**config.mk**
```make
export PLATFORM = sky130hd
export DESIGN_NAME = safety_link_master_fsm_top
export DESIGN_NICKNAME = d
export VERILOG_FILES = /design/src/design/slmf_pkg.sv /design/src/design/slmf_core.sv /design/src/design/safety_link_master_fsm_top.sv
export SDC_FILE = /design/constraint.sdc
export NUM_CORES = 1
export LEC_CHECK = 0
export BUFFER_PORTS_ARGS = -buffer_cell sky130_fd_sc_hd__buf_2
export CAP_MARGIN = 5
export CORE_ASPECT_RATIO = 0.75
export CORE_MARGIN = 3
export CORE_UTILIZATION = 31
export DETAILED_ROUTE_END_ITERATION = 10
export PLACE_DENSITY = 0.59
export SLEW_MARGIN = 0
export SYNTH_ARGS = -nofsm -noshare
export SYNTH_HDL_FRONTEND = slang
export SYNTH_HIERARCHICAL = 1
export SYNTH_SLANG_ARGS = --single-unit
```
**constraint.sdc**
```tcl
create_clock -name clk -period 10.4 [get_ports clk]
set_input_delay 2.08 -clock clk [delete_from_list [all_inputs] [get_ports clk]]
set_output_delay 2.08 -clock clk [all_outputs]
set_load 0.1 [all_outputs]
```
**src/design/slmf_pkg.sv**
```systemverilog
package slmf_pkg;

  // sizes of the link frames
  localparam int HEADER_BYTES       = 3;
  localparam int MAX_PROCESS_BYTES  = 16;
  localparam int FRAME_BUFFER_BYTES = 64;

  localparam int MIN_FRAME_BYTES      = HEADER_BYTES + 2;
  localparam int SESSION_FRAME_BYTES  = HEADER_BYTES + 4;
  localparam int CONNECT_FRAME_BYTES  = HEADER_BYTES + 10;
  localparam int FAILSAFE_FRAME_BYTES = HEADER_BYTES + MAX_PROCESS_BYTES + 2;

  // command codes
  localparam logic [2:0] CMD_FRAME    = 3'd0;
  localparam logic [2:0] CMD_TIME     = 3'd1;
  localparam logic [2:0] CMD_RESET    = 3'd2;
  localparam logic [2:0] CMD_CLEAR    = 3'd3;
  localparam logic [2:0] CMD_TRANSMIT = 3'd4;

  // received frame types
  localparam logic [2:0] FT_PDATA      = 3'd0;
  localparam logic [2:0] FT_SESSION    = 3'd1;
  localparam logic [2:0] FT_CONNECTION = 3'd2;
  localparam logic [2:0] FT_PARAM      = 3'd3;

  // reported link states
  localparam logic [2:0] LS_RESET      = 3'd0;
  localparam logic [2:0] LS_SESSION    = 3'd1;
  localparam logic [2:0] LS_CONNECTION = 3'd2;
  localparam logic [2:0] LS_PARAMETER  = 3'd3;
  localparam logic [2:0] LS_DATA       = 3'd4;
  localparam logic [2:0] LS_FAILSAFE   = 3'd5;

  // fault codes
  localparam logic [2:0] FLT_NONE     = 3'd0;
  localparam logic [2:0] FLT_CRC      = 3'd1;
  localparam logic [2:0] FLT_ID       = 3'd2;
  localparam logic [2:0] FLT_SEQ      = 3'd3;
  localparam logic [2:0] FLT_WATCHDOG = 3'd4;

  // transmit frame kinds
  localparam logic [2:0] TX_NONE     = 3'd0;
  localparam logic [2:0] TX_SESSION  = 3'd1;
  localparam logic [2:0] TX_CONNECT  = 3'd2;
  localparam logic [2:0] TX_DATA     = 3'd3;
  localparam logic [2:0] TX_FAILSAFE = 3'd4;

  // configuration register indexes
  localparam logic [1:0] CFG_LINK_ID    = 2'd0;
  localparam logic [1:0] CFG_IN_BYTES   = 2'd1;
  localparam logic [1:0] CFG_OUT_BYTES  = 2'd2;
  localparam logic [1:0] CFG_TIMEOUT_MS = 2'd3;

  localparam logic [31:0] TIMEOUT_RESET = 32'd100;

  // link phase, one-hot
  typedef enum logic [5:0] {
    PH_RESET      = 6'b000001,
    PH_SESSION    = 6'b000010,
    PH_CONNECTION = 6'b000100,
    PH_PARAMETER  = 6'b001000,
    PH_DATA       = 6'b010000,
    PH_FAILSAFE   = 6'b100000
  } phase_t;

  typedef struct packed {
    logic [2:0]  cmd;
    logic [2:0]  frame_type;
    logic [7:0]  id_low_byte;
    logic [7:0]  id_high_byte;
    logic [6:0]  frame_len;
    logic        crc_ok;
    logic [31:0] now_ms;
  } slmf_in_t;

  typedef struct packed {
    logic        accepted;
    logic [2:0]  link_state;
    logic [2:0]  fault_code;
    logic        fail_safe;
    logic        safe_in_valid;
    logic        capture_payload;
    logic [2:0]  tx_kind;
    logic [3:0]  tx_seq_nibble;
    logic [15:0] session_number;
    logic [31:0] watchdog_elapsed;
  } slmf_out_t;

  // one-hot phase to reported state code
  function automatic logic [2:0] phase_code(phase_t ph);
    logic [2:0] code;
    unique case (ph)
      PH_RESET:      code = LS_RESET;
      PH_SESSION:    code = LS_SESSION;
      PH_CONNECTION: code = LS_CONNECTION;
      PH_PARAMETER:  code = LS_PARAMETER;
      PH_DATA:       code = LS_DATA;
      PH_FAILSAFE:   code = LS_FAILSAFE;
      default:       code = LS_RESET;
    endcase
    return code;
  endfunction

endpackage

```
**src/design/slmf_core.sv**
```systemverilog
module slmf_core
  import slmf_pkg::*;
(
  input  logic        clk,
  input  logic        rst_n,
  input  logic        cfg_we,
  input  logic [1:0]  cfg_index,
  input  logic [31:0] cfg_data,
  input  logic        step,
  input  slmf_in_t    item,
  output slmf_out_t   res
);

  logic [15:0] link_id_r;
  logic [4:0]  in_bytes_r;
  logic [4:0]  out_bytes_r;
  logic [31:0] timeout_r;

  phase_t      phase_r, phase_nxt;
  logic [2:0]  fault_r, fault_nxt;
  logic        safe_r, safe_nxt;
  logic        ivalid_r, ivalid_nxt;
  logic [3:0]  rx_seq_r, rx_seq_nxt;
  logic [3:0]  tx_seq_r, tx_seq_nxt;
  logic [15:0] session_r, session_nxt;
  logic [15:0] sent_r, sent_nxt;
  logic [31:0] last_good_r, last_good_nxt;
  logic [31:0] time_now_r, time_now_nxt;
  logic [31:0] elapsed_r, elapsed_nxt;

  logic        link_ready;
  logic        len_ok;
  logic        id_ok;
  logic        seq_ok;
  logic        payload_ok;
  logic [3:0]  seq;
  logic [31:0] elapsed;
  logic [6:0]  need;
  logic        raise;
  logic [2:0]  raise_code;
  logic        acc;
  logic        cap;
  logic [2:0]  kind;
  logic [3:0]  txn;

  // configuration registers
  always_ff @(posedge clk) begin
    if (!rst_n) begin
      link_id_r   <= '0;
      in_bytes_r  <= '0;
      out_bytes_r <= '0;
      timeout_r   <= TIMEOUT_RESET;
    end else if (cfg_we) begin
      unique case (cfg_index)
        CFG_LINK_ID:    link_id_r   <= cfg_data[15:0];
        CFG_IN_BYTES:   in_bytes_r  <= cfg_data[4:0];
        CFG_OUT_BYTES:  out_bytes_r <= cfg_data[4:0];
        CFG_TIMEOUT_MS: timeout_r   <= cfg_data;
        default: ;
      endcase
    end
  end

  // header checks
  assign link_ready = ({1'b0, in_bytes_r} <= 6'(MAX_PROCESS_BYTES)) &&
                      ({1'b0, out_bytes_r} <= 6'(MAX_PROCESS_BYTES));
  assign len_ok     = item.frame_len >= 7'(MIN_FRAME_BYTES);
  assign id_ok      = {item.id_high_byte[3:0], item.id_low_byte} == link_id_r[11:0];
  assign seq        = item.id_high_byte[7:4];
  assign seq_ok     = seq == (rx_seq_r + 4'd1);
  assign payload_ok = (item.frame_len - 7'(MIN_FRAME_BYTES)) >= {2'b00, in_bytes_r};
  assign elapsed    = item.now_ms - last_good_r;

  // next state and result for one request
  always_comb begin
    phase_nxt     = phase_r;
    fault_nxt     = fault_r;
    safe_nxt      = safe_r;
    ivalid_nxt    = ivalid_r;
    rx_seq_nxt    = rx_seq_r;
    tx_seq_nxt    = tx_seq_r;
    session_nxt   = session_r;
    sent_nxt      = sent_r;
    last_good_nxt = last_good_r;
    time_now_nxt  = time_now_r;
    elapsed_nxt   = elapsed_r;
    raise         = 1'b0;
    raise_code    = FLT_NONE;
    acc           = 1'b0;
    cap           = 1'b0;
    kind          = TX_NONE;
    txn           = '0;
    need          = '0;

    if (link_ready) begin
      case (item.cmd) inside
        CMD_FRAME: begin
          if (len_ok) begin
            if (!item.crc_ok) begin
              raise      = 1'b1;
              raise_code = FLT_CRC;
            end else if (!id_ok) begin
              raise      = 1'b1;
              raise_code = FLT_ID;
            end else begin
              acc           = 1'b1;
              last_good_nxt = time_now_r;
              unique case (phase_r) inside
                PH_RESET: begin
                  session_nxt = (sent_r == '0) ? 16'd1 : sent_r;
                  phase_nxt   = PH_SESSION;
                end
                PH_SESSION: begin
                  if (item.frame_type == FT_SESSION) phase_nxt = PH_CONNECTION;
                end
                PH_CONNECTION: begin
                  if (item.frame_type == FT_CONNECTION || item.frame_type == FT_PARAM) begin
                    phase_nxt = (in_bytes_r != '0 || out_bytes_r != '0) ?
                                PH_PARAMETER : PH_DATA;
                  end
                end
                PH_PARAMETER, PH_DATA: begin
                  if (item.frame_type == FT_PARAM && phase_r == PH_PARAMETER) begin
                    phase_nxt = PH_DATA;
                  end else if (item.frame_type == FT_PDATA) begin
                    phase_nxt = PH_DATA;
                    // process data: sequence must be one above the last
                    if (!seq_ok) begin
                      raise      = 1'b1;
                      raise_code = FLT_SEQ;
                    end else begin
                      rx_seq_nxt = seq;
                      if (payload_ok) begin
                        ivalid_nxt = 1'b1;
                        cap        = 1'b1;
                      end
                    end
                  end
                end
                default: ;
              endcase
            end
          end
        end
        CMD_TIME: begin
          acc          = 1'b1;
          time_now_nxt = item.now_ms;
          if (phase_r == PH_DATA) begin
            elapsed_nxt = elapsed;
            if (elapsed > timeout_r) begin
              raise      = 1'b1;
              raise_code = FLT_WATCHDOG;
            end
          end
        end
        CMD_RESET, CMD_CLEAR: begin
          if (item.cmd == CMD_RESET || phase_r == PH_FAILSAFE) begin
            acc        = 1'b1;
            if (item.cmd == CMD_CLEAR) safe_nxt = 1'b0;
            phase_nxt  = PH_RESET;
            fault_nxt  = FLT_NONE;
            ivalid_nxt = 1'b0;
            rx_seq_nxt = 4'hF;
            tx_seq_nxt = '0;
          end
        end
        CMD_TRANSMIT: begin
          unique case (phase_r) inside
            PH_RESET, PH_SESSION: begin
              kind = TX_SESSION;
              need = 7'(SESSION_FRAME_BYTES);
            end
            PH_CONNECTION: begin
              kind = TX_CONNECT;
              need = 7'(CONNECT_FRAME_BYTES);
            end
            PH_PARAMETER, PH_DATA: begin
              kind = TX_DATA;
              need = 7'(MIN_FRAME_BYTES) + {2'b00, out_bytes_r};
            end
            default: begin
              kind = TX_FAILSAFE;
              need = 7'(FAILSAFE_FRAME_BYTES);
            end
          endcase
          if ({1'b0, need} > 8'(FRAME_BUFFER_BYTES)) begin
            kind = TX_NONE;
          end else begin
            acc      = 1'b1;
            if (kind == TX_DATA) txn = tx_seq_r;
            sent_nxt = sent_r + 16'd1;
            if (kind == TX_DATA || kind == TX_FAILSAFE) tx_seq_nxt = tx_seq_r + 4'd1;
          end
        end
        default: ;
      endcase
    end

    // fault latches fail-safe
    if (raise) begin
      fault_nxt  = raise_code;
      phase_nxt  = PH_FAILSAFE;
      safe_nxt   = 1'b1;
      ivalid_nxt = 1'b0;
    end
  end

  // link state registers
  always_ff @(posedge clk) begin
    if (!rst_n) begin
      phase_r     <= PH_RESET;
      fault_r     <= FLT_NONE;
      safe_r      <= 1'b0;
      ivalid_r    <= 1'b0;
      rx_seq_r    <= 4'hF;
      tx_seq_r    <= '0;
      session_r   <= '0;
      sent_r      <= '0;
      last_good_r <= '0;
      time_now_r  <= '0;
      elapsed_r   <= '0;
    end else if (step) begin
      phase_r     <= phase_nxt;
      fault_r     <= fault_nxt;
      safe_r      <= safe_nxt;
      ivalid_r    <= ivalid_nxt;
      rx_seq_r    <= rx_seq_nxt;
      tx_seq_r    <= tx_seq_nxt;
      session_r   <= session_nxt;
      sent_r      <= sent_nxt;
      last_good_r <= last_good_nxt;
      time_now_r  <= time_now_nxt;
      elapsed_r   <= elapsed_nxt;
    end
  end

  // result shows the state after the request
  always_comb begin
    res.accepted         = acc;
    res.link_state       = phase_code(phase_nxt);
    res.fault_code       = fault_nxt;
    res.fail_safe        = safe_nxt;
    res.safe_in_valid    = ivalid_nxt;
    res.capture_payload  = cap;
    res.tx_kind          = kind;
    res.tx_seq_nibble    = txn;
    res.session_number   = session_nxt;
    res.watchdog_elapsed = elapsed_nxt;
  end

endmodule

```
**src/design/safety_link_master_fsm_top.sv**
```systemverilog
// channel   direction  handshake           payload
// in_       request    in_valid/in_stall   slmf_in_t (command, header, time)
// out_      result     out_valid/out_stall slmf_out_t (state, flags, tx info)
// cfg_      write      cfg_we              cfg_index selects, cfg_data value
//
// a request is taken into the input register, worked through the link logic and
// lands in the result register when that is free or draining; one request per
// cycle sustained while out_stall is low
// synchronous active-low reset clears the link state and the config registers
// out_stall holds the result register; in_stall rises once the input register
// also holds a request and falls in the cycle the result drains
module safety_link_master_fsm_top
  import slmf_pkg::*;
(
  input  logic        clk,
  input  logic        rst_n,
  input  logic        in_valid,
  output logic        in_stall,
  input  slmf_in_t    in_data,
  output logic        out_valid,
  input  logic        out_stall,
  output slmf_out_t   out_data,
  input  logic        cfg_we,
  input  logic [1:0]  cfg_index,
  input  logic [31:0] cfg_data
);

  logic      in_valid_r;
  slmf_in_t  in_item_r;
  logic      out_valid_r;
  slmf_out_t out_item_r;
  slmf_out_t res;
  logic      advance;

  // request moves into the result register when that is free or draining
  assign advance  = in_valid_r && (!out_valid_r || !out_stall);
  assign in_stall = in_valid_r && !advance;

  // input register
  always_ff @(posedge clk) begin
    if (!rst_n) begin
      in_valid_r <= 1'b0;
    end else if (in_valid && !in_stall) begin
      in_valid_r <= 1'b1;
    end else if (advance) begin
      in_valid_r <= 1'b0;
    end
  end

  always_ff @(posedge clk) begin
    if (in_valid && !in_stall) begin
      in_item_r <= in_data;
    end
  end

  slmf_core u_core (
    .clk       (clk),
    .rst_n     (rst_n),
    .cfg_we    (cfg_we),
    .cfg_index (cfg_index),
    .cfg_data  (cfg_data),
    .step      (advance),
    .item      (in_item_r),
    .res       (res)
  );

  // result register
  always_ff @(posedge clk) begin
    if (!rst_n) begin
      out_valid_r <= 1'b0;
    end else if (advance) begin
      out_valid_r <= 1'b1;
    end else if (!out_stall) begin
      out_valid_r <= 1'b0;
    end
  end

  always_ff @(posedge clk) begin
    if (advance) begin
      out_item_r <= res;
    end
  end

  assign out_valid = out_valid_r;
  assign out_data  = out_item_r;

endmodule

```
======== Word level (Yosys, flattened, before mapping) ========
Cells that the tools add are included.
cells by class
  add/subtract/negate cells ............... 6
  multipliers ............................. 0
  divide/modulo/power cells ............... 0
  $lt $le $gt $ge ......................... 6
  equal/unequal tests ..................... 36
  shift-type cells ........................ 0
  muxes and demuxes ....................... 120
  bitwise operators ....................... 13
  reduce and logical (&&, ||, !) cells .... 40
operator list
  operator                                                                 count
  32-bit two-way mux                                                       4
  16-bit two-way mux                                                       7
  6-bit two-way mux                                                        13
  3-bit two-way mux                                                        22
  4-bit two-way mux                                                        16
  1-bit two-way mux                                                        47
  7-bit two-way mux                                                        5
  32-bit greater-than comparator                                           1
  32-bit subtractor                                                        1
  6-bit case mux with 4 select lines                                       1
  7-bit case mux with 3 select lines                                       1
  16-bit by 1-bit adder with 16-bit output, second input constant          1
  16-bit zero test                                                         1
  3-bit by 2-bit equality test with 1-bit output, second input constant    5
  3-bit case mux with 5 select lines                                       1
  1-bit NOT                                                                13
  12-bit equality test                                                     1
  6-bit by 2-bit equality test with 1-bit output, second input constant    2
  6-bit by 3-bit equality test with 1-bit output, second input constant    2
  6-bit by 4-bit equality test with 1-bit output, second input constant    2
  6-bit by 5-bit equality test with 1-bit output, second input constant    2
  6-bit equality test, second input constant                               2
  2-bit by 1-bit inequality test with 1-bit output, second input constant  6
  12-bit AND reduction                                                     1
  33 further kinds                                                         64
storage, ports and cells
  flip-flop bits (word level) ............. 330
  bits in latches ......................... 0
  RAM bits ................................ 0
  memory bits (read-only) ................. 0
  input port bits ......................... 101
  output and inout port bits .............. 67
  memories kept ........................... 0

======== Longest topological paths before layout ========
  depth in word-level cells ............... 14
  gate-level depth with buffers ........... 24
  depth with buffers taken out ............ 23

======== Hierarchy ========
Netlist, hierarchy kept.
by module, submodules not included
  module                      instances  cells each  area an instance (um^2)  sequential area each (um^2)
  slmf_core                   1          1539        11711.2                  4023.9
  safety_link_master_fsm_top  1          135         3897.5                   3853.7

======== Worst setup path before layout ========
No wires, ideal clock.
  path kind ............................... input to register
  start ................................... input port out_stall
  end ..................................... register u_core.sent_r[12]
  data arrival time ....................... 8.628 ns
  setup slack ............................. 1.702 ns
  stages on the path ...................... 9
  path through ............................ a21boi_0 -> clkbuf_1 -> inv_1 -> nor2_1 -> nand4_1 -> nor2_1 -> nand2_1 -> or3_1 -> a21oi_1
between the ends
  cells in the longest elaborated chain, start to end .. 4
ends and longest elaborated chain
  item                           RTL line                          source
  start: declaration             safety_link_master_fsm_top.sv:21  input logic out_stall,
  1-bit zero test                n/a
  1-bit logical OR               safety_link_master_fsm_top.sv:36  assign advance = in_valid_r && (!out_valid_r || !out_stall);
  1-bit logical AND              safety_link_master_fsm_top.sv:36
  7-bit AND reduction (no line)  n/a
  end signal: assignment         slmf_core.sv:230                  sent_r <= sent_nxt;
  end: declaration               slmf_core.sv:26                   logic [15:0] sent_r, sent_nxt;
No other way between the ends.
A chain may end at the register's enable or synchronous reset.

==> impl_metrics.toml <==
[global_routing]
antenna_found_initial = 0
grt_pass1_wl_mm = 66.1
grt_pass1_vias = 11700
grt_usage_pct = 15.8
grt_start_max_net_pins = 129
grt_overflow = 0

[worst_setup_path]
cp-end-kind = "flop"
slowest_stage = "o311ai_0"
path_class = "flop to flop"
max_stage_delay_ps = 650
cp.required_ps = 10670
crit_arrival_ps = 6070
path_buf_inv = 1
start_kind = "flop"
critPathTopFamily = "compound AO/OA/AOI/OAI gates"
path_max_fanout = 5
cp_cell_sequence = "ha_1 -> nor2b_1 -> o31a_1 -> o311ai_0 -> a31oi_1 -> a21o_1 -> a21oi_1 -> a31oi_1 -> xnor2_1 -> inv_1 -> ha_1 -> nand4_1 -> or3_1 -> nor3_1 -> a31oi_4 -> o21ai_2 -> nand2_1 -> nor3_1 -> mux2i_1 -> o211ai_1"

[worst_hold_path]
min_path_type = "flop to flop"

[synth]
synth_edf_count = 127
synth_most_common_cell = "nand2_1"
synth_area_per_cell_um2 = 9.32
ys_types = 75
synth_area_leaders = "dfxtp_1 (26%), edfxtp_1 (24%), nand2_1 (7.4%), ha_1 (5.9%), a21oi_1 (4.9%)"
yosysWarnings = 6
synth-async-reset-ratio_pct = 0
synth_largest_area_cell = "dfxtp_1"
synth_top_area_share_pct = 26.0
ys_ff_latch = 330
syn_area_mm2 = 0.0156
yosysSeqAreaShare_pct = 50.5
synth_flop_cell = "dfxtp_1"
synthesis.nets = 1850
syn_inst = 1674
yosys-top-cells-count = "nand2_1 (307), dfxtp_1 (203), a21oi_1 (154)"

[floorplanning]
pin_count = 168
row_count = 70
die_h_um = 200
coreArea_mm2 = 0.0492
start_util_pct = 31.7
dieArea_mm2 = 0.0531
die_w_um = 265

[power]
clkPwrFrac_pct = 42.7
internal_power_uw = 2310
swShare_pct = 26.4
seqPwrFrac_pct = 45.2
comb_power_share_pct = 12.2
power.leakage_uw = 0.00688
cellPowerDensity_mw_per_mm2 = 171
ir_worst_vdd_mv = 0.0977
switchingPower_uw = 828

[cts]
numClockSinks = 330
cts_setup_buffers = 0
clk_path_buf_depth = 3
tritoncts = "done"
root_buffer = "clkbuf_16"
h-tree-depth = 2
cts_buffers = 36
ctsHoldBuffers = 0
clkTransAtPathRegs_ps = 60
ctsResizeCount = 0
clkLatencyLatePin_ps = 550

[layout]
insertedDiodeCount = 0
drive_above_1_share_pct = 15.7
utilization_pct = 37.3
area_delta_synth_final_pct = 17.5
nFillCells = 4991
final_nets = 1993

[sta]
period_minus_slack_ps = 5800
tightestPinTransition_ps = 1160
fin_setup_tns_ps = 0
drv_slew = 0
slew_headroom_pct = 22.3
clock_skew_ps = 20.1
timing.final.hold_violations = 0
setup_viol = 0
fin_crit_sh_pct = 55.7
rsz0062_at_grt = "false"
fmax_mhz = 172

[detailed_routing]
wl_mm = 42.7
wl_per_cell_um = 17.1
dr.pass1.iters = 5
ant_nets = 0
vias_per_cell = 4.92
drc = 0
via_count = 12300
drt_iter0_drc = 946

[placed_design]
hpwl_mm = 31.0
gp_congestion = 0.896
port_buffers = 167

[outcome]
status = "finished clean"

[job]
drv_cap = 0
worst paths after layout:
| kind | start | end | slack (ps) | cells after the start |
|---|---|---|---|---|
| max | in_item_r[1] | out_data[61] | 4600 | 20 |
| min reg2reg | u_core/last_good_r[15] | u_core/last_good_r[15] | 450 | 2 |
| max reg2reg | in_item_r[1] | out_data[61] | 4600 | 20 |
| min | u_core/last_good_r[15] | u_core/last_good_r[15] | 450 | 2 |
through the flow:
stage / power, uW / setup slack, ps / hold WS, ps / std cells / area, um^2
after floorplan: 1720 / 1700 / 432 / 1674 / 15600
after global placement: 1820 / 4750 / 437 / 2427 / 17100
after detailed placement: 1830 / 4680 / 445 / 2427 / 17100
after CTS: 3190 / 4660 / 451 / 2492 / 18300
after global routing: 3280 / 4150 / 470 / 2492 / 18300
final: 3140 / 4600 / 452 / 2492 / 18300
cell families after synthesis:
family | share of synthesized area (%)
muxes | 4.13
AOI/OAI and AO/OA | 12.5
xor gates and xnor gates | 3.76
adders and majority gates | 6.06
buffers and inverters | 4.52
and+or+nand+nor | 18.6
DFF | 50.5
worst min-delay path, stage by stage (launching register included):
cell     delay [ps]
dfxtp_1         310
nand2_1          50
a21oi_1          50
state kept, by name (all words and copies together) (netlist names):
register,flops
u_core/ivalid_r,1
u_core/elapsed_r,32
out_data,65
u_core/out_bytes_r,5
u_core/last_good_r,32
u_core/safe_r,1
u_core/tx_seq_r,4
u_core/time_now_r,32
out_valid,1
u_core/rx_seq_r,4
u_core/in_bytes_r,5
u_core/session_r,16
in_valid_r,1
u_core/fault_r,3
u_core/sent_r,16
u_core/link_id_r,12
in_item_r,62
u_core/timeout_r,32
u_core/phase_r,6
power by group through the flow:
stage / registers, uW / clock network [uW] / logic (uW)
after global placement: 1450 / 0 / 376
after CTS: 1420 / 1390 / 383
after global routing: 1420 / 1440 / 417
after detailed placement: 1450 / 0 / 381
after floorplan: 1540 / 0 / 186
final: 1420 / 1340 / 382
cells in the final DEF, fill, tap and decap left out, drive strengths merged, types with 6 or more instances in the layout:
cell,synthesis,layout
a211oi,9,9
a21o,17,17
a21oi,154,154
a311oi,11,11
a31oi,10,10
and2,14,14
and3,10,10
buf,16,183
clkbuf,62,45
clkinv,0,12
dfxtp,203,203
edfxtp,127,127
ha,74,74
inv,100,103
mux2,24,24
mux2i,37,37
nand2,307,307
nand2b,6,6
nand3,48,48
nand4,24,24
nor2,137,137
nor2b,16,16
nor3,36,36
nor4,13,13
o211ai,10,10
o21a,8,8
o21ai,56,56
or3,8,8
xnor2,44,44
xor2,23,23
layer usage:
| layer | part of all wire, % | GRT usage (%) | routed length, um |
|---|---|---|---|
| met5 | 0 | 0 | 0 |
| met4 | 2.7 | 5.16 | 1130 |
| met3 | 5.7 | 3.39 | 2420 |
| met2 | 41 | 22.9 | 17600 |
| met1 | 51 | 23.2 | 21600 |
final cells by class:
cell class                 instances  area (um^2)  area share (%)
clock buffer                      45          996            5.43
clock inverter                    20          244            1.33
inverter                         100          378            2.06
multi-input combinational       1166         7070            38.5
sequential                       330         7880            43.0
tap                              648          811            4.42
timing repair buffer             183          968            5.28
No activity file was read; power rests on OpenSTA's default activity.
